--- config.mk ---
export PLATFORM = sky130hd
export DESIGN_NAME = qpdh_ram
export DESIGN_NICKNAME = d
export VERILOG_FILES = /design/src/hdl/qpdh_ram.sv
export SDC_FILE = /design/constraint.sdc
export NUM_CORES = 1
export LEC_CHECK = 0
export ABC_AREA = 1
export BUFFER_PORTS_ARGS = -buffer_cell sky130_fd_sc_hd__buf_2
export CAP_MARGIN = 30
export CORE_UTILIZATION = 40
export DETAILED_ROUTE_END_ITERATION = 10
export SETUP_SLACK_MARGIN = 0.3
export SLEW_MARGIN = 40
export SYNTH_ARGS = -nofsm -noshare
export SYNTH_HDL_FRONTEND = slang
export SYNTH_SLANG_ARGS = --single-unit
--- constraint.sdc ---
create_clock -name clk -period 1.6 [get_ports clk]
set_input_delay 0.24 -clock clk [delete_from_list [all_inputs] [get_ports clk]]
set_output_delay 0.24 -clock clk [all_outputs]
set_load 0.01 [all_outputs]
--- src/hdl/qpdh_ram.sv ---
module qpdh_ram #(
  parameter int unsigned WIDTH  = 8,
  parameter int unsigned ADDR_W = 4
) (
  input  logic              clk,
  input  logic              we,
  input  logic [ADDR_W-1:0] waddr,
  input  logic [WIDTH-1:0]  wdata,
  input  logic [ADDR_W-1:0] raddr,
  output logic [WIDTH-1:0]  rdata
);

  logic [WIDTH-1:0] mem [2**ADDR_W];
  logic [WIDTH-1:0] rdata_r;

  always_ff @(posedge clk) begin
    if (we) begin
      mem[waddr] <= wdata;
    end
    rdata_r <= mem[raddr];
  end

  assign rdata = rdata_r;

endmodule

==> results.py <==
metrics = {
    "run_status": {
        "status": "finished, final reports clean",
    },
    "critical_path": {
        "critical_path_buf_inv_count": 1,
        "cp_top_family": "flip-flops",
        "cp_cell_sequence": "buf_2",
        "max_stage_delay_ns": 0.37,
        "cp-end-kind": "output pin",
        "crit_path_start_kind": "flip-flop",
        "worstPathRequired_ns": 1.36,
        "critPathArrivalTime_ns": 0.93,
        "crit_path_start": "rdata[7]",
        "path_depth": 1,
        "path_class": "reg2out",
        "slowest_stage": "dfxtp_1",
        "worst_r2r_startpoint": "mem[6][1]",
        "cp_max_fo": 2,
        "reg2reg_depth": 6,
        "r2r_slack_ns": 0.57,
    },
    "die": {
        "ios": 26,
        "die_h_microns": 122.1,
        "core_area_sq_um": 13990,
        "rows": 43,
        "fp.dieW_microns": 122.1,
        "die_area_sq_um": 14900,
        "start_util": 0.4123,
    },
    "yosys": {
        "yosysMostFrequentCell": "nand2_1",
        "ys_ff_latch": 136,
        "synth_edf_count": 128,
        "synthAdderAreaFrac": 0,
        "yosysTopAreaCell": "edfxtp_1",
        "ys.flop_type": "edfxtp_1",
        "syn_nets": 569,
        "synth_warnings": 0,
        "synth_mux_area_frac": 0,
        "synth-compound-area-share": 0,
        "synth_area_leaders": "edfxtp_1, nand2_1, nand3_1",
        "syn_avg_cell_area_sq_um": 10.47,
        "synthSimpleGateAreaFrac": 0.2105,
        "synthArstFlopShare": 0,
        "synth_seq_area_share": 0.6943,
        "synth_common_cells": "nand2_1, edfxtp_1, inv_1",
        "synth_top_family_by_area": "simple AND/OR/NAND/NOR gates",
        "synth_xor_area_frac": 0,
        "synth_top_cell_area_share": 0.6665,
        "synth_area_sq_um": 5767,
        "ys_types": 12,
        "synthCells": 551,
    },
    "finish": {
        "fillCellCount": 1275,
        "nets": 612,
        "drive_gt1_frac": 0.1318,
        "area_delta_synth_final_pct": 17.99,
        "instances_no_fill": 788,
    },
    "pwr": {
        "ir_drop_uv": 579.6,
        "power_density_nw_per_um2": 1260,
        "leakagePower_uw": 0.002963,
    },
    "global_routing": {
        "grt_pass1_vias": 3717,
        "grt_antenna_before_repair": 1,
        "grt_max_degree": 65,
        "grt.total_usage": 0.1884,
        "grt-ovfl-total": 0,
        "grt_pass1_wl_microns": 20160,
    },
    "timing": {
        "grt_setup_unrepaired": "false",
        "period_needed_ns": 1.174,
        "fmax_mhz": 852.0,
        "post-route-period-util": 0.7335,
        "setup-tns-final_ns": 0,
        "fin_skew_ns": 0.008213,
        "finalSetupViolCount": 0,
        "worst_slew_pin_slew_ns": 0.5528,
        "finalHoldViolCount": 0,
        "slew_violations": 0,
        "relSlewSlack": 0.6311,
    },
    "clocking": {
        "cts_sinks": 136,
        "ctsResizeCount": 0,
        "cts_tree": "built",
        "htree_levels": 4,
        "cts_root_buf": "clkbuf_16",
        "holdBufCountCts": 0,
        "insertion_delay_ns": 0.41,
        "cts_setup_buffers": 0,
        "cts.clk_slew.worst_paths_ns": 0.05,
        "clk_path_buf_depth": 2,
        "numCtsBuffers": 17,
    },
    "drt": {
        "drc_errors": 0,
        "dr_total_vias": 3810,
        "routed_wl_microns": 12700,
        "detail-route-antenna-nets": 0,
        "first_iter_violations": 273,
        "wl_per_cell_microns": 16.11,
        "dr.pass1.iters": 5,
        "viasPerCell": 4.835,
    },
    "min_path": {
        "worstHoldPathType": "in2reg",
        "worstHoldStart": "raddr[3]",
        "whs_path_depth": 3,
    },
    "place": {
        "routabilityCongestion": 0.7978,
        "dpl.hpwl_microns": 7829,
        "place_inst": 755,
        "portBuffers": 25,
    },
    "job": {
        "cap_viol_max_count": 0,
    },
}
[logic make-up after synthesis]
kind of cell	Yosys count
buf+inv	126
flops	136
simple gates	289
[routing by layer]
layer | share of wire | GRT usage | up-vias | wire [microns]
met2 | 0.46 | 0.2853 | 130 | 5809
met5 | 0 | 0 | - | 0
met4 | 0.030 | 0.09680 | 0 | 376
met3 | 0.063 | 0.03699 | 22 | 795
met1 | 0.45 | 0.2572 | 1798 | 5717
li1 | - | - | 1860 | -
[metrics by stage]
step / area [sq um] / util / total power (uW) / hold WS [ns] / setup WS, ns
after detailed placement: 6173 / 0.4413 / 4590 / 0.6218 / 0.2585
after CTS: 6802 / 0.4862 / 8625 / 0.1909 / 0.3946
after global routing: 6802 / 0.4862 / 8827 / 0.1965 / 0.3745
after global placement: 6173 / 0.4413 / 4582 / 0.6162 / 0.2665
after floorplan: 5767 / - / 4368 / 0.3389 / 0.4092
final: 6804 / 0.4864 / 8572 / 0.1931 / 0.4264
[path summary, 6_finish.rpt]
check / to
min reg2reg: rdata[1]
max reg2reg: rdata[1]
min: rdata[2]
max: rdata[7]
[sequential cells by signal, indices dropped and copies added (netlist names)]
signal / flops
mem: 128
rdata: 8
[area by class of cell]
type | instances | area [sq um] | share of cell area
diodes | 1 | 2.502 | 0.0003678
clock buffers | 25 | 515.5 | 0.07576
clock inverters | 7 | 112.6 | 0.01655
inverters | 102 | 382.9 | 0.05627
multi-input cells | 289 | 1214 | 0.1784
flip-flops and latches | 136 | 4004 | 0.5885
well taps | 180 | 225.2 | 0.03310
repair buffers | 48 | 347.8 | 0.05112
[report_power, final]
part	switching, uW	total, uW	internal (uW)
sequential	25.0	4010	3980
clock	1370	4060	2690
combinational	347	502	155
[layout by cell type, fill, tap and decap left out]
cell type	Yosys	layout
nand2_1	173	173
nor2_1	17	17
inv_2	2	2
buf_4	4	19
clkinv_2	0	3
clkinvlp_4	0	1
inv_1	100	100
dfxtp_1	8	8
buf_2	13	25
clkbuf_8	0	6
nand3_1	97	97
clkbuf_16	0	17
nand3b_1	2	2
bufinv_16	0	3
buf_12	0	4
diode_2	0	1
edfxtp_1	128	128
clkbuf_1	0	2
Note: power is estimated with default switching activity, not from simulation.
